==> src/sv/bas_pkg.sv <==
`timescale 1ns / 1ps
// ----------------------------------------------------------------------------
// bas_pkg
// Types and constants shared by the box-average image shrink block.
// ----------------------------------------------------------------------------
package bas_pkg;

   localparam int POS_BITS   = 13;   // input column / row position
   localparam int OIDX_BITS  = 14;   // output index, also holds hi quotients
   localparam int FAC_BITS   = 16;   // 8.8 factor
   localparam int SPAN_BITS  = 9;    // window span, 1..256
   localparam int AREA_BITS  = 18;   // span product
   localparam int SUM_BITS   = 32;   // column accumulator
   localparam int START_BITS = 22;   // floor(o*f)
   localparam int MAX_HEIGHT = 4096;
   localparam int ONE_FIX    = 256;
   localparam int APB_ADDR_BITS = 5;
   localparam int APB_DATA_BITS = 32;
   localparam int DIV_NUM_BITS  = 32;
   localparam int DIV_DEN_BITS  = 18;
   localparam int DIV_CNT_BITS  = 6;

   typedef enum logic [2:0] {
      REG_IN_WIDTH   = 3'd0,
      REG_IN_HEIGHT  = 3'd1,
      REG_BAND_COUNT = 3'd2,
      REG_X_FACTOR   = 3'd3,
      REG_Y_FACTOR   = 3'd4
   } reg_index_type;

   typedef struct packed {
      logic [12:0] in_width;
      logic [12:0] in_height;
      logic [2:0]  band_count;
      logic [15:0] x_factor;
      logic [15:0] y_factor;
   } cfg_type;

   typedef enum logic [3:0] {
      ST_CLEAR,
      ST_IDLE,
      ST_DIV_OW,
      ST_DIV_OH,
      ST_DIV_HX,
      ST_DIV_HY,
      ST_MUL,
      ST_RD,
      ST_WR,
      ST_DIV_AVG,
      ST_EMIT,
      ST_NEXT
   } state_type;

endpackage

==> src/sv/bas_div.sv <==
`timescale 1ns / 1ps
// ----------------------------------------------------------------------------
// bas_div
// Restoring unsigned divider, one quotient bit per cycle.
// ----------------------------------------------------------------------------
module bas_div (
   input  logic                               clock,
   input  logic                               reset,
   input  logic                               start,
   input  logic [bas_pkg::DIV_NUM_BITS-1:0]   num,
   input  logic [bas_pkg::DIV_DEN_BITS-1:0]   den,
   output logic                               done,
   output logic [bas_pkg::DIV_NUM_BITS-1:0]   quot
);
   localparam int NB = bas_pkg::DIV_NUM_BITS;
   localparam int DB = bas_pkg::DIV_DEN_BITS;
   localparam int CB = bas_pkg::DIV_CNT_BITS;

   logic [NB-1:0] num_ff, num_in;
   logic [DB-1:0] rem_ff, rem_in, den_ff, shifted;
   logic [CB-1:0] cnt_ff, cnt_in;
   logic          busy_ff, busy_in, done_ff, done_in;
   logic          qbit;

   assign shifted = {rem_ff[DB-2:0], num_ff[NB-1]};
   assign qbit    = (shifted >= den_ff);
   assign done    = done_ff;
   assign quot    = num_ff;

   always_comb begin
      num_in  = num_ff;
      rem_in  = rem_ff;
      cnt_in  = cnt_ff;
      busy_in = busy_ff;
      done_in = 1'b0;
      if (start) begin
         num_in  = num;
         rem_in  = '0;
         cnt_in  = CB'(NB);
         busy_in = 1'b1;
      end else if (busy_ff) begin
         rem_in = qbit ? (shifted - den_ff) : shifted;
         num_in = {num_ff[NB-2:0], qbit};
         cnt_in = cnt_ff - 1'b1;
         if (cnt_ff == CB'(1)) begin
            busy_in = 1'b0;
            done_in = 1'b1;
         end
      end
   end

   always_ff @(posedge clock) begin
      if (start) den_ff <= den;
      num_ff <= num_in;
      rem_ff <= rem_in;
      cnt_ff <= cnt_in;
      if (reset) begin
         busy_ff <= 1'b0;
         done_ff <= 1'b0;
      end else begin
         busy_ff <= busy_in;
         done_ff <= done_in;
      end
   end
endmodule

==> config.mk <==
export PLATFORM = sky130hd
export DESIGN_NAME = bas_div
export DESIGN_NICKNAME = d
export VERILOG_FILES = /design/src/sv/bas_pkg.sv /design/src/sv/bas_div.sv
export SDC_FILE = /design/constraint.sdc
export NUM_CORES = 1
export LEC_CHECK = 0
export ABC_AREA = 1
export BUFFER_PORTS_ARGS = -buffer_cell sky130_fd_sc_hd__buf_2
export CAP_MARGIN = 20
export CORE_AREA = 2 2 83 101
export CTS_BUF_LIST = sky130_fd_sc_hd__clkbuf_4
export CTS_CLUSTER_SIZE = 20
export DETAILED_ROUTE_END_ITERATION = 7
export DIE_AREA = 0 0 85 103
export GPL_TIMING_DRIVEN = 0
export PLACE_DENSITY_LB_ADDON = 0.25
export SLEW_MARGIN = 30
export SYNTH_ARGS = -nofsm -noshare
export SYNTH_HDL_FRONTEND = slang
export SYNTH_SLANG_ARGS = --single-unit
==> constraint.sdc <==
create_clock -name clock -period 2.8 [get_ports clock]
set_clock_uncertainty 0.2 [all_clocks]
set_input_delay 0.14 -clock clock [delete_from_list [all_inputs] [get_ports clock]]
set_output_delay 0.14 -clock clock [all_outputs]
set_load 0.01 [all_outputs]
==> results.md <==
- Count of standard-cell rows: 36
- Source of the worst hold timing path: den[10]
- Top library cells by usage in the layout, fill and taps aside: sky130_fd_sc_hd__nand2_1 (240), sky130_fd_sc_hd__buf_2 (88), sky130_fd_sc_hd__inv_1 (75)
- Slew at the pin closest to its max-slew limit: 0.729 ns
- Fraction of met1 tracks used by global routing: 0.291
- Slowest Stage Delay on Critical Path: 0.58 ns
- Largest vdd supply drop: 0.435 mV
- Cells along the critical path: dlygate4sd3_1 -> buf_2 -> buf_2 -> nor2_1 -> inv_2
- Number of remaining DRC errors: 0
- Max-Cap Viols: 0
- Met3 Usage GRT: 0.0713
- Critical R2R Launch: quot[31]
- Largest net degree at the start of global routing: 34
- Result of the run: finished clean
- WP data arrival: 2.32 ns
- Sequential element share of the synthesized area: 0.475
- Number of antenna repair diodes: 0
- Pre-Repair DR Iteration Count: 5
- Maximum fanout along the worst path: 33
- Detailed-route wire length per cell: 13.7 um
- Antenna violations before repair: 0
- Starting density of the core: 0.534
- Area Growth Syn to Fin: 29.7%
- Static Leak: 2.91 nW
- Tightest Hold Check Type: in2reg
- Total standard cell area after synthesis: 0.00421 mm2
- Count of unique library cells instantiated by Yosys: 36
- Worst hold path stage count: 2
- Post-CTS setup buffer count: 0
- Via total after detailed routing: 3,997
- Routing layer with the top usage in global route: met2
- Number of max-slew violations in the final report: 0
- Post-synth net total: 617
- Max stage delay cell, worst path: sky130_fd_sc_hd__nor2_1
- Number of cells on the worst reg-to-reg path: 11
- Worst-Skew Late Latency: 0.45 ns
- Clock Tree Buf Depth: 2
- Fraction of final layout cells sized beyond drive strength 1: 0.168
- Average cell area after synthesis: 7.75 um2
- Die Footprint: 0.00876 mm2
- Total core area: 0.00788 mm2
- Number of register bits inferred by synthesis: 75
- Max-Slew Margin vs Limit: 0.512
- Remaining number of nets flagged by the antenna check after routing: 0
- Number of resized instances in the post-cts repair step: 0
- Fin. Hold Viols: 0
- Final worst-path cycle share: 0.872
- Clk pin slew, worst setup/hold paths: 0.13 ns
- Total clock buffers created by CTS: 9
- Post-CTS Hold Buffers: 52
- Total I/O pin count: 86
- Critical Path Start Type: input port
- Gpl congestion: 0.889
- Met2 GRT Util: 0.478
- Ys Warns: 0
- Category of the worst setup path capture point: register
- Final-layout fill cell count: 576
- Clock period minus worst slack: 2.44 ns
- Total of endpoints with negative setup slack in the final report: 0
- Top flip-flop cell by instance count after synthesis: sky130_fd_sc_hd__edfxtp_1
- Detailed Route WL: 10,800 um
- Clock Sinks: 75
- Chip Width: 85 um
- Via count of the first global-routing pass: 3,995
- Post-layout power: 2.64 mW
- H-tree depth: 3
- TritonCTS clock tree: done
- GR Overflow Total: 0
- Most common cell after layout, fill and taps aside: sky130_fd_sc_hd__nand2_1
- RSZ-0062 raised after global routing: no
- Required time of the worst setup path: 2.68 ns
- Power Density: 483 mW/mm2
- Die Ht: 103 um
- Hold Path Sink: den_ff[10]
- CTS root buf: sky130_fd_sc_hd__clkbuf_4
- Cells after Synth: 543
- Reg2Reg Setup Slack: 0.36 ns
- Initial DRC count: 266
- Sum Neg Setup Slack: 0 ns
- Endpoint of the lowest-slack register-to-register path: rem_ff[10]
- GRT Total Usage: 0.262
- Fmax: 410 MHz
- Number of synthesized flops with an enable pin: 50
- Dpl hpwl: 6720 um
- Number of nets in the finished design: 765
- Worst Setup Path Type: in2reg
- Number of vias per cell: 5.05
- Async SR Flop Fraction: 0
- Crit path top cell by count: sky130_fd_sc_hd__buf_2
- Global-route wire length before repair: 17,900 um
- Count of input and output buffers: 85
-- power breakdown --
part / internal (mW) / switching [mW] / leakage, nW
logic: 0.188 / 0.247 / 2.10
clock network: 0.466 / 0.416 / 0.0990
registers: 1.28 / 0.0436 / 0.708
-- flip-flops by register name, summed over array words and instances (netlist names) --
| name | flops |
|---|---|
| quot | 32 |
| den_ff | 18 |
| rem_ff | 17 |
| cnt_ff | 6 |
| busy_ff | 1 |
| done | 1 |
-- per-stage QoR --
stage / cell area [um2] / hold WS (ns) / setup WS [ns] / instances / util
finish: 5460 / 0.202 / 0.360 / 791 / 0.693
global route: 5460 / 0.182 / 0.220 / 791 / 0.693
CTS: 5460 / 0.170 / 0.369 / 791 / 0.693
detailed placement: 4750 / 0.118 / 0.411 / 723 / 0.603
global placement: 4750 / 0.117 / 0.113 / 723 / 0.603
floorplan: 4210 / 0.0161 / 0.614 / 543 / -
-- routing by layer --
metal  part of all wire  up-vias
met1               0.41     1816
met3              0.065       22
li1                   -     2013
met5                  0        -
met4              0.025        0
met2               0.50      146
-- layout make-up --
cell class / instances / area [um2] / area share
Buffer: 12 / 60.1 / 0.0110
Inverter: 77 / 289 / 0.0529
Multi-Input combinational cell: 379 / 1860 / 0.340
Timing Repair Buffer: 137 / 946 / 0.173
Clock inverter: 6 / 111 / 0.0204
Tap cell: 95 / 119 / 0.0218
Sequential cell: 75 / 2000 / 0.367
Clock buffer: 10 / 75.1 / 0.0137
-- cells in the mapped netlist, types with 6 or more instances --
library cell | instances | area share
sky130_fd_sc_hd__edfxtp_1 | 50 | 0.36
sky130_fd_sc_hd__dfxtp_1 | 25 | 0.12
sky130_fd_sc_hd__nand3b_1 | 19 | 0.034
sky130_fd_sc_hd__nand3_1 | 30 | 0.036
sky130_fd_sc_hd__nor3_1 | 6 | 0.0071
sky130_fd_sc_hd__xnor2_1 | 6 | 0.012
sky130_fd_sc_hd__nor2_1 | 22 | 0.020
sky130_fd_sc_hd__clkbuf_1 | 6 | 0.0053
sky130_fd_sc_hd__nand2_1 | 240 | 0.21
sky130_fd_sc_hd__inv_1 | 76 | 0.068
sky130_fd_sc_hd__a21oi_1 | 12 | 0.014
sky130_fd_sc_hd__ha_1 | 20 | 0.059
-- worst max path at each step --
stage | startpoint | end | slack, ns | depth (start not counted)
CTS | start | cnt_ff[1] | 0.37 | 6
global placement | start | quot[25] | 0.11 | 4
detailed placement | quot[31] | rem_ff[10] | 0.41 | 11
global route | quot[31] | rem_ff[10] | 0.22 | 11
floorplan | quot[31] | quot[0] | 0.61 | 9
finish | start | quot[26] | 0.36 | 5
-- critical path, delay by kind of cell --
| family | cells | cell delay (ns) |
|---|---|---|
| buf+inv | 4 | 1.58 |
| simple gates | 1 | 0.58 |
-- kinds of logic (layout without fill, tap and decap cells) --
kind of cell	after synthesis	in the layout	synth area share
flops	75	75	0.475
xor+xnor	7	7	0.0146
compound gates	21	21	0.0285
fa+ha+maj	21	21	0.0642
simple gates	330	330	0.334
buf+inv	89	242	0.0829
No activity file was read; power rests on OpenSTA's default activity.
