$ cat src/sv/bas_pkg.sv
`timescale 1ns / 1ps
// ----------------------------------------------------------------------------
// bas_pkg
// Types and constants shared by the box-average image shrink block.
// ----------------------------------------------------------------------------
package bas_pkg;

   localparam int POS_BITS   = 13;   // input column / row position
   localparam int OIDX_BITS  = 14;   // output index, also holds hi quotients
   localparam int FAC_BITS   = 16;   // 8.8 factor
   localparam int SPAN_BITS  = 9;    // window span, 1..256
   localparam int AREA_BITS  = 18;   // span product
   localparam int SUM_BITS   = 32;   // column accumulator
   localparam int START_BITS = 22;   // floor(o*f)
   localparam int MAX_HEIGHT = 4096;
   localparam int ONE_FIX    = 256;
   localparam int APB_ADDR_BITS = 5;
   localparam int APB_DATA_BITS = 32;
   localparam int DIV_NUM_BITS  = 32;
   localparam int DIV_DEN_BITS  = 18;
   localparam int DIV_CNT_BITS  = 6;

   typedef enum logic [2:0] {
      REG_IN_WIDTH   = 3'd0,
      REG_IN_HEIGHT  = 3'd1,
      REG_BAND_COUNT = 3'd2,
      REG_X_FACTOR   = 3'd3,
      REG_Y_FACTOR   = 3'd4
   } reg_index_type;

   typedef struct packed {
      logic [12:0] in_width;
      logic [12:0] in_height;
      logic [2:0]  band_count;
      logic [15:0] x_factor;
      logic [15:0] y_factor;
   } cfg_type;

   typedef enum logic [3:0] {
      ST_CLEAR,
      ST_IDLE,
      ST_DIV_OW,
      ST_DIV_OH,
      ST_DIV_HX,
      ST_DIV_HY,
      ST_MUL,
      ST_RD,
      ST_WR,
      ST_DIV_AVG,
      ST_EMIT,
      ST_NEXT
   } state_type;

endpackage

$ cat src/sv/bas_csr.sv
`timescale 1ns / 1ps
// ----------------------------------------------------------------------------
// bas_csr
// APB register file: image size, band count and shrink factors.
// ----------------------------------------------------------------------------
module bas_csr (
   input  logic                                clock,
   input  logic                                reset,
   input  logic                                psel,
   input  logic                                penable,
   input  logic                                pwrite,
   input  logic [bas_pkg::APB_ADDR_BITS-1:0]   paddr,
   input  logic [bas_pkg::APB_DATA_BITS-1:0]   pwdata,
   output logic [bas_pkg::APB_DATA_BITS-1:0]   prdata,
   output logic                                pready,
   output bas_pkg::cfg_type                    cfg,
   output logic                                cfg_wr
);
   bas_pkg::cfg_type cfg_ff, cfg_in;
   logic [2:0]       idx;
   logic             wr;

   assign pready = 1'b1;
   assign idx    = paddr[4:2];
   assign wr     = psel & penable & pwrite;
   assign cfg    = cfg_ff;
   assign cfg_wr = wr;

   always_comb begin
      cfg_in = cfg_ff;
      if (wr) begin
         case (idx)
            bas_pkg::REG_IN_WIDTH:   cfg_in.in_width   = pwdata[12:0];
            bas_pkg::REG_IN_HEIGHT:  cfg_in.in_height  = pwdata[12:0];
            bas_pkg::REG_BAND_COUNT: cfg_in.band_count = pwdata[2:0];
            bas_pkg::REG_X_FACTOR:   cfg_in.x_factor   = pwdata[15:0];
            bas_pkg::REG_Y_FACTOR:   cfg_in.y_factor   = pwdata[15:0];
            default: ;
         endcase
      end
   end

   always_comb begin
      case (idx)
         bas_pkg::REG_IN_WIDTH:   prdata = {19'd0, cfg_ff.in_width};
         bas_pkg::REG_IN_HEIGHT:  prdata = {19'd0, cfg_ff.in_height};
         bas_pkg::REG_BAND_COUNT: prdata = {29'd0, cfg_ff.band_count};
         bas_pkg::REG_X_FACTOR:   prdata = {16'd0, cfg_ff.x_factor};
         bas_pkg::REG_Y_FACTOR:   prdata = {16'd0, cfg_ff.y_factor};
         default:                 prdata = '0;
      endcase
   end

   always_ff @(posedge clock) begin
      if (reset) begin
         cfg_ff.in_width   <= 13'd640;
         cfg_ff.in_height  <= 13'd480;
         cfg_ff.band_count <= 3'd1;
         cfg_ff.x_factor   <= 16'd512;
         cfg_ff.y_factor   <= 16'd512;
      end else begin
         cfg_ff <= cfg_in;
      end
   end
endmodule

$ cat config.mk
export PLATFORM = sky130hd
export DESIGN_NAME = bas_csr
export DESIGN_NICKNAME = d
export VERILOG_FILES = /design/src/sv/bas_pkg.sv /design/src/sv/bas_csr.sv
export SDC_FILE = /design/constraint.sdc
export NUM_CORES = 1
export LEC_CHECK = 0
export BUFFER_PORTS_ARGS = -buffer_cell sky130_fd_sc_hd__buf_2
export CAP_MARGIN = 20
export CORE_ASPECT_RATIO = 2
export CORE_MARGIN = 5
export CORE_UTILIZATION = 25
export CTS_CLUSTER_SIZE = 28
export DETAILED_ROUTE_END_ITERATION = 7
export SLEW_MARGIN = 5
export SYNTH_ARGS = -nofsm -noshare
export SYNTH_HDL_FRONTEND = slang
export SYNTH_SLANG_ARGS = --single-unit
$ cat constraint.sdc
create_clock -name clock -period 3.9 [get_ports clock]
set_input_delay 0.78 -clock clock [delete_from_list [all_inputs] [get_ports clock]]
set_output_delay 0.78 -clock clock [all_outputs]
set_load 0.03 [all_outputs]
==> flow_metrics.env, run 1 <==
export IMPL_status="complete, no violations"
export IMPL_synth_distinct_cells=31
export IMPL_r2r_end="cfg[34]"
export IMPL_cts_setup_buffers=0
export IMPL_cts_sinks=61
export IMPL_synth_fa_ha_area_share_pct=0
export IMPL_hold_path_end="cfg[11]"
export IMPL_synth_top_cell_area_share_pct=38.41
export IMPL_slowest_delay_ns=0.67
export IMPL_grt_max_degree=65
export IMPL_hold_viol=0
export IMPL_area_growth_syn_to_layout_pct=25.30
export IMPL_ys_seq_area_share_pct=38.41
export IMPL_slew_viol_final=0
export IMPL_cts_buffers=9
export IMPL_clkLatencyLatePin_ns=0.31
export IMPL_cts_tree="done"
export IMPL_hold_path_class="flip-flop to flip-flop"
export IMPL_path_cells="buf_2 > and3b_1 > nand2_1 > o21ai_0 > buf_2"
export IMPL_dr_pass1_iters=4
export IMPL_rows=58
export IMPL_cts_resized=0
export IMPL_fmax_ghz=0.3264
export IMPL_fin_hold_ws_ns=0.4927
export IMPL_ir_worst_vdd_mv=0.1966
export IMPL_slowest_stage="and3b_1"
export IMPL_fp_dieW_um=89.74
export IMPL_timing_final_crit_share_pct=78.55
export IMPL_p_leak_nw=1.907
export IMPL_synthCells=340
export IMPL_ys_warn_count=0
export IMPL_drc=0
export IMPL_dr_first_iter_drc_count=138
export IMPL_synth_area_leader_cell="dfxtp_1"
export IMPL_nets=471
export IMPL_antenna_found_initial=0
export IMPL_synthMuxAreaShare_pct=18.06
export IMPL_crit_type="primary input to output port"
export IMPL_cts_hold_buf=0
export IMPL_h_tree_depth=3
export IMPL_ant_nets=0
export IMPL_hold_start="cfg[11]"
export IMPL_wl_per_cell_um=18.11
export IMPL_boundaryPins=137
export IMPL_io_buffers=101
export IMPL_ys_ff_latch=61
export IMPL_max_slew_margin_pct=55.75
export IMPL_setup_tns_ns=0
export IMPL_largest_register_ffs=61
export IMPL_critPathCaptureType="output port"
export IMPL_hold_depth=2
export IMPL_drv_cap=0
export IMPL_utilization_pct=31.73
export IMPL_start_util_pct=25.32
export IMPL_cp_arrival_ns=2.28
export IMPL_synth_avg_cell_area_um2=9.351
export IMPL_num_antenna_cells=0
export IMPL_r2r_slack_ns=3.15
export IMPL_clk_path_buf_depth=2
export IMPL_path_max_fanout=15
export IMPL_grt_pass1_vias=2999
export IMPL_yosys_area_share_xor_xnor_pct=0
export IMPL_core_area_um2=12550
export IMPL_grt_setup_unrepaired="false"
export IMPL_gp_congestion=0.7696
export IMPL_finClkSkew_ns=0
export IMPL_synth_compound_area_share_pct=12.63
export IMPL_clk_pin_slew_worst_paths_ns=0.06
export IMPL_grt_overflow=0
export IMPL_grtUsageTotal_pct=13.85
export IMPL_num_vias=2844
export IMPL_synth_top_family_by_area="simple AND/OR/NAND/NOR gates"
export IMPL_dpl_hpwl_mm=7.490
export IMPL_syn_cell_area_um2=3179
export IMPL_rr_worst_depth=3
export IMPL_setup_viol=0
export IMPL_required_ns=3.12
export IMPL_drive_gt1_share_pct=30.88
export IMPL_synth_area_leaders="dfxtp_1 38%, mux2i_1 17%, nand2b_1 10%, buf_4 5.0%, o21ai_0 4.4%"
export IMPL_worst_pin_slew_ns=0.6637
export IMPL_final_min_clock_period_ns=3.063
export IMPL_drt_total_wl_mm=10.58
export IMPL_via_per_inst=4.870
export IMPL_grt_pass1_wl_mm=16.54
export IMPL_crit_top_cell="buf_2"
export IMPL_p_per_area_nw_per_um2=394.9
export IMPL_synth_simple_gate_area_share_pct=21.29
export IMPL_setup_worst_path_start_class="primary input"
export IMPL_die_area_um2=15210
export IMPL_cts_root_buf="clkbuf_16"
export IMPL_reg2reg_from="cfg[34]"
export IMPL_die_height_um=169.5
kinds of logic after synthesis:
family,Yosys count
AO/OA/AOI/OAI,66
buffers and inverters,46
flip-flops,61
multiplexers,57
other,2
AND/OR/NAND/NOR,108
final cells by class:
type | instances | area, µm²
Clock buffer | 10 | 229.0
Timing Repair Buffer | 109 | 565.5
Sequential cell | 61 | 1221
Fill cell | 1319 | 8571
Tap cell | 150 | 187.7
Clock inverter | 6 | 63.81
Multi-Input combinational cell | 248 | 1717
synth_stat cells:
cell        n
a21oi_1    15
a22oi_1     6
a2bb2oi_1  10
a32o_1      3
and3_2      1
and3b_1     1
and4b_1     1
buf_1       1
buf_2       7
buf_4      21
buf_6       5
clkbuf_1   12
conb_1      2
dfxtp_1    61
mux2_2      3
mux2i_1    54
nand2_1    11
nand2_4     1
nand2b_1   52
nand3_4     1
nand3b_1    1
nand4_1    15
nand4b_4    1
nor2_1     16
nor2_8      1
nor2b_1     4
nor3b_4     1
o21ai_0    28
o21ai_1     1
o22ai_1     3
or2_2       1
power by group:
group          switching [mW]  leakage, nW  internal, mW
logic                   0.115         1.28        0.0482
registers             0.00386        0.492         0.628
clock network           0.285        0.138         0.493
per-stage QoR:
stage | std cells | power (mW) | cell area, µm² | setup WS (ns)
after floorplan | 355 | 0.7729 | 3236 | 1.004
after global placement | 568 | 0.8071 | 3691 | 0.7984
after detailed placement | 568 | 0.8089 | 3691 | 0.8174
after CTS | 584 | 1.592 | 3984 | 0.8139
after global routing | 584 | 1.629 | 3984 | 0.7097
final | 584 | 1.573 | 3984 | 0.8366
critical path, delay by kind of cell:
family | cells | cell delay (ns)
simple gates | 2 | 0.77
buf+inv | 2 | 0.59
compound gates | 1 | 0.13
routing by layer:
| metal | share of wire (%) | vias to the layer above | track usage (%) | wire length (µm) |
|---|---|---|---|---|
| met2 | 56 | 95 | 26.12 | 5965 |
| met1 | 38 | 1395 | 14.74 | 3999 |
| met4 | 1.7 | 0 | 6.250 | 180 |
| li1 | - | 1344 | - | - |
| met3 | 4.1 | 10 | 2.396 | 430 |
| met5 | 0 | - | 0 | 0 |
how the worst max path moves through the flow:
| stage | end | slack [ns] | depth (start not counted) | from |
|---|---|---|---|---|
| 3_3_place_gp | prdata[3] | 0.80 | 5 | paddr[2] |
| 4_1_cts | prdata[3] | 0.81 | 5 | paddr[2] |
| 3_5_place_dp | prdata[3] | 0.82 | 5 | paddr[2] |
| 2_1_floorplan | prdata[11] | 1.00 | 5 | paddr[2] |
| 5_1_grt | prdata[8] | 0.71 | 5 | paddr[2] |
| 6_report | prdata[3] | 0.84 | 5 | paddr[2] |
cell usage in the layout, fill, tap and decap left out:
cell type and instances:
clkbuf_16 9, nand2b_1 52, a22oi_1 6, a32o_1 3, buf_2 101, nand4_1 15
and3b_1 1, a21oi_1 15, nor3b_4 1, nand4b_4 1, nor2_1 16, conb_1 17
nor2_8 1, nand2_1 11, bufinv_16 1, a2bb2oi_1 10, clkinv_4 1, mux2_2 3
nand2_4 1, or2_2 1, and3_2 1, clkbuf_1 1, nand3_4 1, nand3b_1 1
clkinvlp_4 2, dfxtp_1 61, o21ai_0 28, clkinv_2 2, mux2i_1 54, o22ai_1 3
buf_4 8, o21ai_1 1, and4b_1 1, nor2b_1 4
Power figures use the tool's default switching activity.
==> run 2, diff against run 1 <==
==> constraint.sdc (replaced) <==
create_clock -name clock -period 2.8 [get_ports clock]
set_input_delay 0.56 -clock clock [delete_from_list [all_inputs] [get_ports clock]]
set_output_delay 0.56 -clock clock [all_outputs]
set_load 0.03 [all_outputs]
==> run 2 against run 1 <==
Sequential cell count unchanged. Total power rose by 42%. Clock power increased by 43%. Hold slack lost 0.0060 ns. Cell count grew 1.5%. Sequential share of layout area is 0.82 points lower. Critical path depth rose by 1. Combinational power is 47% higher. Routed wire length increased by 0.56%. Utilization grew 0.87 points.
==> flow_metrics.env, run 2 (same netlist as run 1, synthesis figures left out) <==
export IMPL_start_util_pct=25.32
export IMPL_cts_buffers=9
export IMPL_drt_total_wl_mm=10.64
export IMPL_hold_viol=0
export IMPL_p_per_area_nw_per_um2=545.6
export IMPL_gp_congestion=0.8084
export IMPL_placed_cells=576
export IMPL_status="complete, no violations"
export IMPL_grt_setup_unrepaired="false"
export IMPL_die_height_um=169.5
export IMPL_via_per_inst=4.835
export IMPL_grt_pass1_wl_mm=16.50
export IMPL_fin_hold_ws_ns=0.4867
export IMPL_cts_root_buf="clkbuf_16"
export IMPL_grtUsageTotal_pct=13.93
export IMPL_cp_arrival_ns=1.87
export IMPL_fp_dieW_um=89.74
export IMPL_cts_setup_buffers=0
export IMPL_ant_nets=0
export IMPL_clkLatencyLatePin_ns=0.32
export IMPL_drc=0
export IMPL_nets=479
export IMPL_intPower_mw=1.662
export IMPL_wl_per_cell_um=17.93
export IMPL_hold_path_class="flip-flop to flip-flop"
export IMPL_ir_worst_vdd_mv=0.3010
export IMPL_fin_cells=593
export IMPL_core_area_um2=12550
export IMPL_required_ns=2.24
export IMPL_rr_worst_depth=3
export IMPL_area_growth_syn_to_layout_pct=28.73
export IMPL_setup_viol=0
export IMPL_layout_common_cells="101 x buf_2, 61 x dfxtp_1, 54 x mux2i_1"
export IMPL_max_slew_margin_pct=58.81
export IMPL_timing_final_crit_share_pct=86.66
export IMPL_cts_hold_buf=0
export IMPL_grt_pass1_vias=2988
export IMPL_fmax_ghz=0.4121
export IMPL_dr_first_iter_drc_count=141
export IMPL_switching_share_pct=25.55
export IMPL_clk_path_buf_depth=2
export IMPL_largest_register_ffs=61
export IMPL_hold_depth=2
export IMPL_drv_cap=0
export IMPL_p_leak_nw=1.961
export IMPL_comb_power_share_pct=10.7
export IMPL_finClkSkew_ns=0
export IMPL_slew_viol_final=0
export IMPL_antenna_found_initial=1
export IMPL_seqPwrFrac_pct=39.4
export IMPL_cts_resized=0
export IMPL_path_max_fanout=13
export IMPL_rows=58
export IMPL_dr_pass1_iters=5
export IMPL_crit_type="primary input to output port"
export IMPL_num_vias=2867
export IMPL_drive_gt1_share_pct=32.35
export IMPL_cts_sinks=61
export IMPL_grt_max_degree=39
export IMPL_dpl_hpwl_mm=7.778
export IMPL_final_min_clock_period_ns=2.426
export IMPL_p_switching_uw=570.5
export IMPL_clkPwrFrac_pct=49.8
export IMPL_critPathCaptureType="output port"
export IMPL_h_tree_depth=3
export IMPL_final_common_cell="buf_2"
export IMPL_worst_pin_slew_ns=0.6164
export IMPL_die_area_um2=15210
export IMPL_setup_worst_path_start_class="primary input"
export IMPL_fillerInstances=1317
export IMPL_boundaryPins=137
export IMPL_grt_overflow=0
export IMPL_clk_pin_slew_worst_paths_ns=0.05
export IMPL_cts_tree="done"
export IMPL_setup_tns_ns=0
export IMPL_io_buffers=101
run 2: power by group through the flow:
| stage | logic (mW) | registers [mW] | clock network [mW] |
|---|---|---|---|
| floorplan | 0.166 | 0.910 | 0 |
| global placement | 0.239 | 0.899 | 0 |
| detailed placement | 0.241 | 0.899 | 0 |
| CTS | 0.242 | 0.880 | 1.13 |
| global route | 0.258 | 0.881 | 1.18 |
| finish | 0.240 | 0.880 | 1.11 |
run 2: worst paths after layout:
kind | slack, ns | end | from
setup / recovery | 0.37 | prdata[9] | paddr[2]
hold / removal | 0.49 | cfg[38] | cfg[38]
setup reg to reg | 2.06 | cfg[34] | cfg[34]
hold reg to reg | 0.49 | cfg[38] | cfg[38]
run 2: area by class of cell:
class | count | area, µm² | area share [%]
Clock buffer | 10 | 239.0 | 5.839
Antenna cell | 1 | 2.502 | 0.06114
Multi-Input combinational cell | 248 | 1717 | 41.94
Clock inverter | 6 | 62.56 | 1.529
Timing Repair Buffer | 117 | 663.1 | 16.20
Sequential cell | 61 | 1221 | 29.84
Tap cell | 150 | 187.7 | 4.586
run 2: metrics by stage:
stage	power (mW)	worst slack, ns	util, %	cell area (µm²)
final	2.233	0.3735	32.60	4093
after CTS	2.256	0.3058	32.58	4090
after detailed placement	1.140	0.3077	30.18	3789
after global routing	2.318	0.2629	32.60	4093
after floorplan	1.077	0.3436	-	3236
after global placement	1.137	0.3142	30.18	3789
run 2: per-layer routing:
metal / global-route usage (%) / up-vias / wire length [µm]
met5: 0 / - / 0
met1: 14.16 / 1363 / 3921
met2: 25.26 / 117 / 5683
met3: 3.283 / 33 / 537
met4: 8.684 / 0 / 493
li1: - / 1354 / -
run 2: critical path: stages:
cell and delay, ns:
buf_2 0.30, and3b_1 0.43, buf_12 0.17, nand2_1 0.05, o21ai_0 0.10, buf_2 0.24
==> run 3, diff against run 2 <==
--- a/config.mk
+++ b/config.mk
@@ -9,10 +9,13 @@
 export CAP_MARGIN = 20
 export CORE_ASPECT_RATIO = 2
 export CORE_MARGIN = 5
-export CORE_UTILIZATION = 25
+export CORE_UTILIZATION = 43
 export CTS_CLUSTER_SIZE = 28
 export DETAILED_ROUTE_END_ITERATION = 7
+export GPL_ROUTABILITY_DRIVEN = 0
+export PLACE_DENSITY = 0.76
 export SLEW_MARGIN = 5
 export SYNTH_ARGS = -nofsm -noshare
 export SYNTH_HDL_FRONTEND = slang
 export SYNTH_SLANG_ARGS = --single-unit
+export TNS_END_PERCENT = 30
==> run 3 against run 2 <==
Highest routed layer unchanged. First-iteration DRC count increased by 15%. Largest power group unchanged. Worst setup slack got worse by 0.031 ns. Non-clock buffer count decreased by 3. Critical path type unchanged. Maximum frequency decreased by 1.3%. Register-to-register slack about the same. Sequential share of layout area increased by 1.0 points. Cell count decreased by 10%. Clock skew unchanged. Clock-buffer cell count increased by 6.
==> flow_metrics.env, run 3 (same netlist as run 1, synthesis figures left out) <==
export IMPL_critPathCaptureType="output port"
export IMPL_cts_hold_buf=0
export IMPL_drive_gt1_share_pct=31.21
export IMPL_p_per_area_nw_per_um2=549.1
export IMPL_drt_total_wl_mm=9.514
export IMPL_fmax_ghz=0.4069
export IMPL_num_antenna_cells=0
export IMPL_hold_path_class="flip-flop to flip-flop"
export IMPL_num_vias=2904
export IMPL_clk_path_buf_depth=2
export IMPL_grt_setup_unrepaired="false"
export IMPL_io_buffers=101
export IMPL_fp_dieW_um=70.80
export IMPL_clkLatencyLatePin_ns=0.33
export IMPL_setup_tns_ns=0
export IMPL_layout_common_cells="101 x buf_2, 61 x dfxtp_1, 54 x mux2i_1"
export IMPL_dr_pass1_iters=4
export IMPL_setup_worst_path_start_class="primary input"
export IMPL_p_leak_nw=1.942
export IMPL_finalPower_mw=2.174
export IMPL_slew_viol_final=0
export IMPL_r2r_slack_ns=2.07
export IMPL_cts_buffers=9
export IMPL_boundaryPins=137
export IMPL_fillerInstances=734
export IMPL_cp_arrival_ns=1.90
export IMPL_clk_pin_slew_worst_paths_ns=0.05
export IMPL_required_ns=2.24
export IMPL_final_common_cell="buf_2"
export IMPL_fin_area_um2=3960
export IMPL_place_area_um2=3669
export IMPL_ant_nets=0
export IMPL_final_min_clock_period_ns=2.458
export IMPL_grt_pass1_wl_mm=15.29
export IMPL_worst_pin_slew_ns=0.6136
export IMPL_cts_sinks=61
export IMPL_h_tree_depth=3
export IMPL_start_util_pct=43.75
export IMPL_path_max_fanout=16
export IMPL_cts_resized=0
export IMPL_drv_cap=0
export IMPL_largest_register_ffs=61
export IMPL_rows=44
export IMPL_core_area_um2=7267
export IMPL_dpl_hpwl_mm=6.782
export IMPL_die_height_um=131.6
export IMPL_finClkSkew_ns=0
export IMPL_wl_per_cell_um=17.92
export IMPL_grtUsageTotal_pct=20.79
export IMPL_nets=476
export IMPL_grt_max_degree=45
export IMPL_antenna_found_initial=0
export IMPL_status="complete, no violations"
export IMPL_timing_final_crit_share_pct=87.77
export IMPL_setup_viol=0
export IMPL_die_area_um2=9317
export IMPL_utilization_pct=54.49
export IMPL_grt_overflow=0
export IMPL_cts_setup_buffers=0
export IMPL_ir_worst_vdd_mv=0.4933
export IMPL_hold_viol=0
export IMPL_max_slew_margin_pct=59.09
export IMPL_drc=0
export IMPL_area_growth_syn_to_layout_pct=24.56
export IMPL_grt_pass1_vias=3044
export IMPL_via_per_inst=5.469
export IMPL_dr_first_iter_drc_count=162
export IMPL_cts_tree="done"
export IMPL_cts_root_buf="clkbuf_16"
export IMPL_crit_type="primary input to output port"
[run 3: changes by cell type in the layout (fill, tap and decap cells not counted), sizes merged]
cell	before	now
bufinv	1	0
buf	117	114
diode	1	0
clkinv	2	0
clkinvlp	3	0
clkbuf	10	16
[run 3: layer usage]
metal | part of all wire, % | wire length (µm) | GRT usage, %
met5 | 0 | 0 | 0
met3 | 6.3 | 597 | 5.275
met1 | 38 | 3575 | 21.79
met4 | 3.4 | 325 | 10.36
met2 | 53 | 5016 | 37.28
[run 3: per-stage QoR]
stage                     hold WS, ns  setup slack (ns)  cells
after floorplan                0.6065            0.3436    355
after global placement         0.4691            0.3759    515
after detailed placement       0.4801            0.3612    515
after CTS                      0.4854            0.3531    531
after global routing           0.4950            0.2360    531
final                          0.4929            0.3423    531
[run 3: worst paths after layout]
check	to	cells past startpoint	startpoint
hold / removal	cfg[45]	2	cfg[45]
setup / recovery	prdata[10]	6	paddr[2]
hold reg to reg	cfg[45]	2	cfg[45]
setup reg to reg	cfg[34]	3	cfg[34]
[run 3: area by class of cell]
cell class / count / area [µm²] / area share [%]
well taps: 92 / 115.1 / 2.907
clock buffers: 16 / 291.5 / 7.362
multi-input cells: 248 / 1717 / 43.35
repair buffers: 114 / 615.6 / 15.55
flip-flops and latches: 61 / 1221 / 30.84
[run 3: report_power, final]
part	leakage, nW	internal (mW)	switching (mW)	total (mW)
Sequential	0.492	0.876	0.00521	0.881
Clock	0.143	0.696	0.368	1.06
Combinational	1.31	0.0724	0.156	0.229
Total	1.94	1.64	0.530	2.17
[run 3: worst max-delay path, stage by stage]
cell	delay, ns
buf_2	0.34
buf_4	0.31
mux2i_1	0.21
a2bb2oi_1	0.18
o21ai_0	0.10
buf_2	0.20
